--- src/sv/fewd_pkg.sv ---
// Shared types, constants and register codes for the frame energy wake/sleep detector.
package fewd_pkg;

  // Default longest frame, in samples
  localparam int MAX_FRAME_SAMPLES_DEF = 1024;

  // Fixed widths of the datapath
  localparam int SMP_W      = 16;  // PCM sample
  localparam int SQ_W       = 32;  // square of a sample magnitude
  localparam int RMS_W      = 16;  // frame rms
  localparam int RAD_W      = 32;  // radicand of the square root
  localparam int SQRT_STEPS = RAD_W / 2;
  localparam int SQ_ALU_W   = 19;  // partial remainder width of the root recurrence
  localparam int CFG_W      = 16;
  localparam int CFG_IDX_W  = 8;

  // Register indexes of the configuration port
  localparam logic [CFG_IDX_W-1:0] REG_WAKE_LEVEL   = 8'd0;
  localparam logic [CFG_IDX_W-1:0] REG_SLEEP_LEVEL  = 8'd1;
  localparam logic [CFG_IDX_W-1:0] REG_WAKE_FRAMES  = 8'd2;
  localparam logic [CFG_IDX_W-1:0] REG_SLEEP_FRAMES = 8'd3;

  // Reset values of the registers
  localparam logic [CFG_W-1:0] WAKE_LEVEL_RST   = 16'd1000;
  localparam logic [CFG_W-1:0] SLEEP_LEVEL_RST  = 16'd300;
  localparam logic [CFG_W-1:0] WAKE_FRAMES_RST  = 16'd3;
  localparam logic [CFG_W-1:0] SLEEP_FRAMES_RST = 16'd50;

  typedef enum logic [1:0] {
    EV_NONE  = 2'd0,
    EV_WAKE  = 2'd1,
    EV_SLEEP = 2'd2
  } event_t;

  typedef struct packed {
    logic signed [SMP_W-1:0] sample;
    logic                    last_in_frame;
  } in_item_t;

  typedef struct packed {
    event_t             event_res;
    logic [RMS_W-1:0]   frame_rms;
    logic               is_active;
  } out_item_t;

  typedef struct packed {
    logic [CFG_W-1:0] wake_level;
    logic [CFG_W-1:0] sleep_level;
    logic [CFG_W-1:0] wake_frames;
    logic [CFG_W-1:0] sleep_frames;
  } cfg_t;

  // Frame result handed from the arithmetic core to the top level
  typedef struct packed {
    logic             done;
    logic [RMS_W-1:0] rms;
  } frame_result_t;

  // Decision of the wake/sleep state machine for one frame
  typedef struct packed {
    event_t event_res;
    logic   is_active;
  } verdict_t;

endpackage

--- src/sv/fewd_cmpsub.sv ---
// Shared compare-and-subtract unit used by the divider and the square root.
module fewd_cmpsub #(
  parameter int W = 19
) (
  input  logic [W-1:0] a,
  input  logic [W-1:0] b,
  output logic         ge,
  output logic [W-1:0] diff
);

  logic [W:0] wide;

  // Borrow out of a - b tells whether a >= b
  assign wide = {1'b0, a} - {1'b0, b};
  assign ge   = ~wide[W];
  assign diff = wide[W-1:0];

endmodule

--- src/sv/fewd_core.sv ---
// Sample accumulator, frame divider and square root around one compare-subtract unit.
module fewd_core import fewd_pkg::*; #(
  parameter int MAX_FRAME_SAMPLES = MAX_FRAME_SAMPLES_DEF
) (
  input  logic          clk,
  input  logic          rst,
  input  logic          in_valid,
  output logic          in_ready,
  input  in_item_t      in_data,
  input  logic          slot_free,
  output frame_result_t result
);

  localparam int CNT_W  = $clog2(MAX_FRAME_SAMPLES + 1);
  localparam int SUM_W  = SQ_W - 2 + CNT_W;
  localparam int ALU_W  = (CNT_W + 1 > SQ_ALU_W) ? CNT_W + 1 : SQ_ALU_W;
  localparam int STEP_W = $clog2(SUM_W);

  typedef enum logic [4:0] {
    S_IDLE = 5'b00001,
    S_ADD  = 5'b00010,
    S_DIV  = 5'b00100,
    S_SQRT = 5'b01000,
    S_DONE = 5'b10000
  } state_t;

  state_t             state;
  logic [SQ_W-1:0]    prod;
  logic               last_flag;
  logic [SUM_W-1:0]   square_sum;
  logic [CNT_W-1:0]   sample_total;
  logic [SUM_W-1:0]   work;
  logic [CNT_W-1:0]   divisor;
  logic [ALU_W-1:0]   rem;
  logic [RAD_W-1:0]   rad;
  logic [RMS_W-1:0]   root;
  logic [STEP_W-1:0]  step;

  logic [SMP_W-1:0]   raw;
  logic [SMP_W-1:0]   mag;
  logic               room;
  logic [SUM_W-1:0]   sum_next;
  logic [CNT_W-1:0]   total_next;
  logic [ALU_W-1:0]   div_part;
  logic [ALU_W-1:0]   sqrt_part;
  logic [ALU_W-1:0]   alu_a;
  logic [ALU_W-1:0]   alu_b;
  logic               alu_ge;
  logic [ALU_W-1:0]   alu_diff;
  logic [SUM_W-1:0]   quo_full;

  assign in_ready = (state == S_IDLE);

  // Magnitude of the incoming sample; the most negative code maps to 32768
  assign raw = in_data.sample;
  assign mag = raw[SMP_W-1] ? (~raw + SMP_W'(1)) : raw;

  // Accumulate only while the frame has room
  assign room       = sample_total < CNT_W'(MAX_FRAME_SAMPLES);
  assign sum_next   = room ? square_sum + SUM_W'(prod) : square_sum;
  assign total_next = room ? sample_total + CNT_W'(1) : sample_total;

  // Operand selection for the shared unit
  assign div_part  = {rem[ALU_W-2:0], work[SUM_W-1]};
  assign sqrt_part = {rem[ALU_W-3:0], rad[RAD_W-1:RAD_W-2]};
  assign alu_a     = (state == S_DIV) ? div_part : sqrt_part;
  assign alu_b     = (state == S_DIV) ? ALU_W'(divisor) : ALU_W'({root, 2'b01});

  fewd_cmpsub #(.W(ALU_W)) u_cmpsub (
    .a    (alu_a),
    .b    (alu_b),
    .ge   (alu_ge),
    .diff (alu_diff)
  );

  assign quo_full = {work[SUM_W-2:0], alu_ge};

  assign result.done = (state == S_DONE);
  assign result.rms  = root;

  // Sequencer: square on accept, add, then divide and root at frame end
  always_ff @(posedge clk) begin
    if (rst) begin
      state        <= S_IDLE;
      square_sum   <= '0;
      sample_total <= '0;
      step         <= '0;
    end else begin
      unique case (state)
        S_IDLE: begin
          if (in_valid) begin
            prod      <= SQ_W'(mag) * SQ_W'(mag);
            last_flag <= in_data.last_in_frame;
            state     <= S_ADD;
          end
        end
        S_ADD: begin
          if (last_flag) begin
            work         <= sum_next;
            divisor      <= total_next;
            rem          <= '0;
            step         <= '0;
            square_sum   <= '0;
            sample_total <= '0;
            state        <= S_DIV;
          end else begin
            square_sum   <= sum_next;
            sample_total <= total_next;
            state        <= S_IDLE;
          end
        end
        S_DIV: begin
          // One quotient bit per cycle, shifted into the dividend register
          work <= quo_full;
          if (step == STEP_W'(SUM_W - 1)) begin
            rad   <= RAD_W'(quo_full);
            rem   <= '0;
            root  <= '0;
            step  <= '0;
            state <= S_SQRT;
          end else begin
            rem  <= alu_ge ? alu_diff : div_part;
            step <= step + STEP_W'(1);
          end
        end
        S_SQRT: begin
          // One root bit per cycle from two radicand bits
          rem  <= alu_ge ? alu_diff : sqrt_part;
          root <= {root[RMS_W-2:0], alu_ge};
          rad  <= {rad[RAD_W-3:0], 2'b00};
          step <= step + STEP_W'(1);
          if (step == STEP_W'(SQRT_STEPS - 1)) begin
            state <= S_DONE;
          end
        end
        S_DONE: begin
          if (slot_free) begin
            state <= S_IDLE;
          end
        end
        default: state <= S_IDLE;
      endcase
    end
  end

endmodule

--- src/sv/fewd_hyst.sv ---
// Wake/sleep hysteresis state machine driven by one rms value per frame.
module fewd_hyst import fewd_pkg::*; (
  input  logic             clk,
  input  logic             rst,
  input  logic             update,
  input  logic [RMS_W-1:0] rms,
  input  cfg_t             cfg,
  output verdict_t         verdict
);

  logic             awake;
  logic [CFG_W-1:0] loud_run;
  logic [CFG_W-1:0] quiet_run;

  logic             awake_next;
  logic [CFG_W-1:0] loud_run_next;
  logic [CFG_W-1:0] quiet_run_next;
  logic [CFG_W-1:0] loud_inc;
  logic [CFG_W-1:0] quiet_inc;
  event_t           ev;

  // Saturating increments
  assign loud_inc  = (loud_run == '1) ? loud_run : loud_run + CFG_W'(1);
  assign quiet_inc = (quiet_run == '1) ? quiet_run : quiet_run + CFG_W'(1);

  // Count loud frames while idle, quiet frames while awake
  always_comb begin
    awake_next     = awake;
    loud_run_next  = loud_run;
    quiet_run_next = quiet_run;
    ev             = EV_NONE;
    if (!awake) begin
      if (rms > cfg.wake_level) begin
        if (loud_inc >= cfg.wake_frames) begin
          awake_next     = 1'b1;
          loud_run_next  = '0;
          quiet_run_next = '0;
          ev             = EV_WAKE;
        end else begin
          loud_run_next = loud_inc;
        end
      end else if (loud_run != '0) begin
        loud_run_next = loud_run - CFG_W'(1);
      end
    end else begin
      if (rms < cfg.sleep_level) begin
        if (quiet_inc >= cfg.sleep_frames) begin
          awake_next     = 1'b0;
          loud_run_next  = '0;
          quiet_run_next = '0;
          ev             = EV_SLEEP;
        end else begin
          quiet_run_next = quiet_inc;
        end
      end else if (quiet_run != '0) begin
        quiet_run_next = quiet_run - CFG_W'(1);
      end
    end
  end

  assign verdict.event_res = ev;
  assign verdict.is_active = awake_next;

  // Commit on each finished frame
  always_ff @(posedge clk) begin
    if (rst) begin
      awake     <= 1'b0;
      loud_run  <= '0;
      quiet_run <= '0;
    end else if (update) begin
      awake     <= awake_next;
      loud_run  <= loud_run_next;
      quiet_run <= quiet_run_next;
    end
  end

endmodule

--- src/sv/frame_energy_wake_sleep_detector.sv ---
// Frame energy wake/sleep detector: a sample that does not close a frame is squared on
// accept, then added; a closing sample is squared and added, then goes through a
// bit-serial divide of SUM_W = 30 + clog2(MAX_FRAME_SAMPLES + 1) quotient bits and a
// bit-serial square root of 16 root bits, both run on one shared compare-subtract
// unit. in_ready is low while a sample is in work. The result is held in an output
// register, so the next frame's samples are taken while it waits; a frame end waits
// only if the previous result is still not taken.
// Configuration writes are taken at any time and apply from the next frame end.
module frame_energy_wake_sleep_detector import fewd_pkg::*; #(
  parameter int MAX_FRAME_SAMPLES = MAX_FRAME_SAMPLES_DEF
) (
  input  logic                 clk,
  input  logic                 rst,
  input  logic                 in_valid,
  output logic                 in_ready,
  input  in_item_t             in_data,
  output logic                 out_valid,
  input  logic                 out_ready,
  output out_item_t            out_data,
  input  logic                 cfg_valid,
  output logic                 cfg_ready,
  input  logic [CFG_IDX_W-1:0] cfg_index,
  input  logic [CFG_W-1:0]     cfg_data
);

  cfg_t          cfg;
  frame_result_t result;
  verdict_t      verdict;
  logic          slot_free;
  logic          load;

  assign cfg_ready = 1'b1;

  // Decode register writes; unknown indexes are dropped
  always_ff @(posedge clk) begin
    if (rst) begin
      cfg.wake_level   <= WAKE_LEVEL_RST;
      cfg.sleep_level  <= SLEEP_LEVEL_RST;
      cfg.wake_frames  <= WAKE_FRAMES_RST;
      cfg.sleep_frames <= SLEEP_FRAMES_RST;
    end else if (cfg_valid) begin
      unique case (cfg_index)
        REG_WAKE_LEVEL:   cfg.wake_level   <= cfg_data;
        REG_SLEEP_LEVEL:  cfg.sleep_level  <= cfg_data;
        REG_WAKE_FRAMES:  cfg.wake_frames  <= cfg_data;
        REG_SLEEP_FRAMES: cfg.sleep_frames <= cfg_data;
        default: ;
      endcase
    end
  end

  fewd_core #(.MAX_FRAME_SAMPLES(MAX_FRAME_SAMPLES)) u_core (
    .clk       (clk),
    .rst       (rst),
    .in_valid  (in_valid),
    .in_ready  (in_ready),
    .in_data   (in_data),
    .slot_free (slot_free),
    .result    (result)
  );

  assign slot_free = !out_valid || out_ready;
  assign load      = result.done && slot_free;

  fewd_hyst u_hyst (
    .clk     (clk),
    .rst     (rst),
    .update  (load),
    .rms     (result.rms),
    .cfg     (cfg),
    .verdict (verdict)
  );

  // Output register: hold the transaction until it is taken
  always_ff @(posedge clk) begin
    if (rst) begin
      out_valid <= 1'b0;
    end else if (load) begin
      out_valid <= 1'b1;
    end else if (out_ready) begin
      out_valid <= 1'b0;
    end
  end

  always_ff @(posedge clk) begin
    if (load) begin
      out_data.event_res <= verdict.event_res;
      out_data.frame_rms <= result.rms;
      out_data.is_active <= verdict.is_active;
    end
  end

endmodule

--- config.mk ---
export PLATFORM = sky130hd
export DESIGN_NAME = frame_energy_wake_sleep_detector
export DESIGN_NICKNAME = d
export VERILOG_FILES = /design/src/sv/fewd_pkg.sv /design/src/sv/fewd_cmpsub.sv /design/src/sv/fewd_core.sv /design/src/sv/fewd_hyst.sv /design/src/sv/frame_energy_wake_sleep_detector.sv
export SDC_FILE = /design/constraint.sdc
export NUM_CORES = 1
export LEC_CHECK = 0
export BUFFER_PORTS_ARGS = -buffer_cell sky130_fd_sc_hd__buf_2
export CAP_MARGIN = 10
export CORE_MARGIN = 2
export CORE_UTILIZATION = 40
export DETAILED_ROUTE_END_ITERATION = 6
export PLACE_DENSITY_LB_ADDON = 0.15
export SYNTH_ARGS = -nofsm -noshare
export SYNTH_HDL_FRONTEND = slang
export SYNTH_HIERARCHICAL = 1
export SYNTH_SLANG_ARGS = --single-unit
--- constraint.sdc ---
create_clock -name clk -period 9.6 [get_ports clk]
set_clock_uncertainty 0.2 [all_clocks]
set_input_delay 1.44 -clock clk [delete_from_list [all_inputs] [get_ports clk]]
set_output_delay 1.44 -clock clk [all_outputs]
set_load 0.03 [all_outputs]
==> flow_metrics.tcl, run 1 <==
set metrics [dict create \
    status "finished, final reports clean" \
    cp-start-kind "primary input" \
    antenna_found_initial 2 \
    vias 20580 \
    layout_common_cells "inv_1, nand2_1, nor2_1, ha_1, edfxtp_1" \
    crit_path_max_fanout 8 \
    path_clk_slew_ns 0.07 \
    synth_cells 2915 \
    drive_above_1_share 0.09284 \
    worstPathArrival_ns 9.00 \
    num-fill-cells 6600 \
    fmax_ghz 0.1125 \
    setup_viol 0 \
    finalHoldViolCount 0 \
    grt_usage 0.1944 \
    cts.sinks 330 \
    rows 95 \
    clock_latency_ns 0.57 \
    worstSetupPathType "in2reg" \
    multiInputGateArea_um2 16760 \
    register_area_um2 8298 \
    drc_errors 0 \
    numCtsBuffers 42 \
    grt_pass1_wl_um 110800 \
    core_um2 67040 \
    dpl.hpwl_um 49370 \
    routed_via_density 5.350 \
    hold_buffers 0 \
    ant_nets 0 \
    cts_setup_buffers 0 \
    post-route-min-period_ns 8.886 \
    vdd_ir_drop_max_mv 0.6624 \
    route.final.wire_length_um 66500 \
    die_h_um 263.8 \
    timing.final.ws_setup_ns 0.7141 \
    dr.pass1.iters 5 \
    place.gp.congestion 0.8757 \
    die_x_um 263.8 \
    area_delta_synth_final_pct 9.171 \
    final_area_um2 29470 \
    endpoint_kind "flip-flop" \
    synth.avg_cell_area_um2 9.262 \
    grt_pass1_vias 21590 \
    dieArea_um2 69590 \
    power.leakage_nw 13.03 \
    ys_warn_count 6 \
    htreeDepth 2 \
    root_buffer "clkbuf_16" \
    drt_iter0_drc 1275 \
    maxSlewViolCount 0 \
    crit_required_ns 9.71 \
    io-pin-count 68 \
    layout_commonest_cell "inv_1" \
    grt_most_used_layer "met2" \
    use_met1 0.2442 \
    dpl_worst_slack_ns 0.2030 \
    grt.met3_usage 0.02787 \
    dpl-instance-area_um2 28160 \
    initial_core_util 0.4027 \
    fin_nets 3370 \
    cap_violations 0 \
    min_period_over_period 0.9256 \
    p_per_area_nw_per_um2 334.9 \
    rsz0062_at_grt "no" \
    use_met2 0.3456 \
    worstMarginPinSlew_ns 1.233 \
    clk_path_buf_depth 3 \
    maxSlewHeadroom 0.1771 \
    total_power_w 0.009870 \
    fin_tns_setup_ns 0 \
    min_path_type "reg2reg" \
    io_buffers 66 \
    grt.overflow.total 0 \
    grt_max_degree 89 \
    post_cts_resize_count 0 \
    netlist_area_um2 27000 \
    cts_tree "yes" \
    wl_per_cell_um 17.29 \
]
==> critical path, cell delays in order <==
cell       delay [ns]
buf_2            0.14
nor3_1           0.19
nand2_1          0.09
or3_1            0.35
or3_1            0.42
o31ai_1          0.27
xor2_1           0.39
inv_2            0.19
nand2_1          0.16
inv_2            0.06
fa_1             0.49
fa_1             0.53
fa_1             0.52
fa_1             0.52
fa_1             0.54
inv_1            0.05
fa_1             0.52
inv_1            0.04
ha_1             0.34
a21o_1           0.18
a21oi_1          0.33
o21bai_1         0.10
a21o_1           0.20
a2bb2oi_1        0.19
a21oi_1          0.17
a211o_1          0.32
a21oi_1          0.17
xnor2_1          0.07
==> state kept, by name, summed over array words and instances (netlist names), 6 cells and up <==
register,count
cfg,64
out_data,19
u_core/divisor,11
u_core/prod,31
u_core/rad,32
u_core/rem,18
u_core/root,16
u_core/sample_total,11
u_core/square_sum,41
u_core/step,6
u_core/work,41
u_hyst/loud_run,16
u_hyst/quiet_run,16
==> path summary, 6_finish.rpt <==
check	startpoint	endpoint	slack (ns)	depth (start not counted)
worst max-delay path	in_data[1]	u_core/prod[28]	0.71	28
worst min-delay path	cfg[45]	cfg[45]	0.28	2
worst max register to register	u_core/state[4]	u_core/work[0]	4.74	14
worst min register to register	cfg[45]	cfg[45]	0.28	2
==> metal layers <==
| layer | share of wire | up-vias |
|---|---|---|
| met2 | 0.50 | 353 |
| li1 | - | 10020 |
| met5 | 0.00020 | - |
| met4 | 0.025 | 2 |
| met3 | 0.038 | 100 |
| met1 | 0.44 | 10110 |
==> layout make-up <==
| cell class | count | share of cell area |
|---|---|---|
| Antenna cell | 1 | 0.00008490 |
| Clock buffer | 63 | 0.04041 |
| Clock inverter | 14 | 0.003778 |
| Inverter | 371 | 0.04725 |
| Multi-Input combinational cell | 2090 | 0.5685 |
| Sequential cell | 330 | 0.2815 |
| Tap cell | 873 | 0.03706 |
| Timing Repair Buffer | 105 | 0.02135 |
==> power by group <==
group,total [W],internal (W),switching [W]
combinational,0.00638,0.00275,0.00363
clock,0.00151,0.000886,0.000628
sequential,0.00198,0.00192,0.0000534
==> per-stage QoR <==
| step | hold slack [ns] | cells | utilization |
|---|---|---|---|
| after CTS | 0.2767 | 3845 | 0.4395 |
| after global routing | 0.3013 | 3847 | 0.4397 |
| after floorplan | 0.2479 | 2925 | - |
| after detailed placement | 0.2679 | 3768 | 0.4200 |
| final | 0.2752 | 3847 | 0.4397 |
| after global placement | 0.2643 | 3768 | 0.4200 |
(Power assumes the default switching activity.)
==> run 2: changes to the inputs <==
--- a/config.mk
+++ b/config.mk
@@ -8,9 +8,10 @@
 export BUFFER_PORTS_ARGS = -buffer_cell sky130_fd_sc_hd__buf_2
 export CAP_MARGIN = 10
 export CORE_MARGIN = 2
-export CORE_UTILIZATION = 40
+export CORE_UTILIZATION = 37
 export DETAILED_ROUTE_END_ITERATION = 6
 export PLACE_DENSITY_LB_ADDON = 0.15
+export SLEW_MARGIN = 20
 export SYNTH_ARGS = -nofsm -noshare
 export SYNTH_HDL_FRONTEND = slang
 export SYNTH_HIERARCHICAL = 1
==> constraint.sdc (replaced) <==
create_clock -name clk -period 9.6 [get_ports clk]
set_clock_uncertainty 0.2 [all_clocks]
set_input_delay 1.44 -clock clk [delete_from_list [all_inputs] [get_ports clk]]
set_output_delay 1.44 -clock clk [all_outputs]
set_load 0.05 [all_outputs]
==> flow_metrics.tcl, run 2 (synthesis gave the netlist of run 1 again) <==
set metrics [dict create \
    status "finished, final reports clean" \
    area_delta_synth_final_pct 9.783 \
    power.leakage_nw 13.05 \
    io_buffers 66 \
    post-route-min-period_ns 8.937 \
    drt_iter0_drc 1069 \
    largest_reg_flops 64 \
    dieArea_um2 75140 \
    maxSlewViolCount 0 \
    grt_pass1_wl_um 111600 \
    cts_tree "yes" \
    top_regs "cfg x64, u_core/square_sum x41, u_core/work x41" \
    rrSetupSlack_ns 4.76 \
    r2r-start "u_core/state[4]" \
    r2r-end "u_core/work[0]" \
    min_path_type "reg2reg" \
    rsz0062_at_grt "no" \
    clock_latency_ns 0.58 \
    timing.final.ws_setup_ns 0.6633 \
    hold_end "cfg[58]" \
    setup_viol 0 \
    finalHoldViolCount 0 \
    worstSetupPathType "in2reg" \
    min_path_cells 2 \
    worstPathArrival_ns 9.04 \
    post_cts_resize_count 0 \
    layout_commonest_cell "inv_1" \
    cts.sinks 330 \
    fin_tns_setup_ns 0 \
    dr.pass1.iters 5 \
    min_from "cfg[58]" \
    reg2reg_depth 14 \
    antenna_found_initial 0 \
    drive_above_1_share 0.09455 \
    dpl_worst_slack_ns 0.09381 \
    route.final.wire_length_um 67310 \
    vias 20430 \
    numCtsBuffers 42 \
    root_buffer "clkbuf_16" \
    critical-path-slowest-cell "fa_1" \
    rows 99 \
    worst_path_most_repeated_cell "fa_1" \
    cp_slowest_stage_delay_ns 0.57 \
    n_antenna_cell 0 \
    p_per_area_nw_per_um2 336.0 \
    initial_core_util 0.3719 \
    dpl.hpwl_um 50040 \
    grt_pass1_vias 21420 \
    die_x_um 274.1 \
    ant_nets 0 \
    layout_common_cells "inv_1, nand2_1, nor2_1, ha_1, edfxtp_1" \
    cp-start-kind "primary input" \
    io-pin-count 68 \
    grt.overflow.total 0 \
    cts_setup_buffers 0 \
    hold_buffers 0 \
    grt_usage 0.1828 \
    crit_path_max_fanout 8 \
    grt_max_degree 114 \
    fmax_ghz 0.1119 \
    place.gp.congestion 0.8639 \
    core_um2 72590 \
    worstMarginPinSlew_ns 1.099 \
    clk_path_buf_depth 3 \
    path_clk_slew_ns 0.06 \
    vdd_ir_drop_max_mv 0.6095 \
    cap_violations 0 \
    min_period_over_period 0.9309 \
    num-fill-cells 7328 \
    top_register "cfg" \
    htreeDepth 2 \
    fin_nets 3368 \
    maxSlewHeadroom 0.2671 \
    endpoint_kind "flip-flop" \
    die_h_um 274.1 \
    fin_util 0.4083 \
    wl_per_cell_um 17.12 \
    crit_required_ns 9.70 \
    routed_via_density 5.196 \
    drc_errors 0 \
    critPathLaunch "in_data[1]" \
]
[run 2: cell types whose count changed in the layout (fill, tap and decap cells not counted), sizes merged]
cell,previous run,this run
inv,369,370
clkbuf,63,60
clkinvlp,1,3
bufinv,1,2
diode,1,0
buf,105,103
[run 2: final cells by class]
type                            instances  area [um^2]  share of cell area
Tap cell                              959         1200             0.04048
Clock inverter                         18        171.4            0.005783
Inverter                              371         1393             0.04698
Clock buffer                           60         1190             0.04015
Multi-Input combinational cell       2090        16770              0.5659
Sequential cell                       330         8298              0.2800
Timing Repair Buffer                  103        614.3             0.02073
[run 2: how the worst max path moves through the flow]
| stage | end | slack, ns | cells past startpoint |
|---|---|---|---|
| final | u_core/prod[28] | 0.66 | 29 |
| after global routing | u_core/prod[29] | 0.24 | 29 |
| after CTS | u_core/prod[28] | 0.70 | 29 |
| after detailed placement | u_core/prod[28] | 0.09 | 29 |
| after global placement | u_core/prod[28] | 0.31 | 29 |
| after floorplan | u_core/prod[28] | 0.45 | 31 |
[run 2: layer usage]
metal	GRT usage	up-vias	wire (um)
li1	-	10000	-
met4	0.05120	0	1722
met1	0.2336	9975	30170
met3	0.02181	95	2276
met2	0.3238	352	33140
met5	0	-	0
[run 2: stage by stage]
stage | hold WS (ns) | instances | power, W | cell area [um^2]
final | 0.2733 | 3931 | 0.009959 | 29640
after global routing | 0.2940 | 3931 | 0.01108 | 29640
after CTS | 0.2776 | 3931 | 0.01017 | 29630
after detailed placement | 0.2655 | 3853 | 0.008515 | 28270
after global placement | 0.2629 | 3853 | 0.008452 | 28260
after floorplan | 0.2479 | 2925 | 0.007042 | 27040
[run 2: critical path: cells and delay by family]
kind | cells | cell delay (ns)
AOI/OAI and AO/OA | 9 | 1.81
xor gates and xnor gates | 2 | 0.48
adders and majority gates | 7 | 3.50
buffers and inverters | 5 | 0.35
and+or+nand+nor | 6 | 1.46
[run 2: power by group]
part	internal (W)	leakage, nW	switching [W]
Clock	0.000924	0.662	0.000655
Combinational	0.00275	9.55	0.00365
Sequential	0.00192	2.84	0.0000542
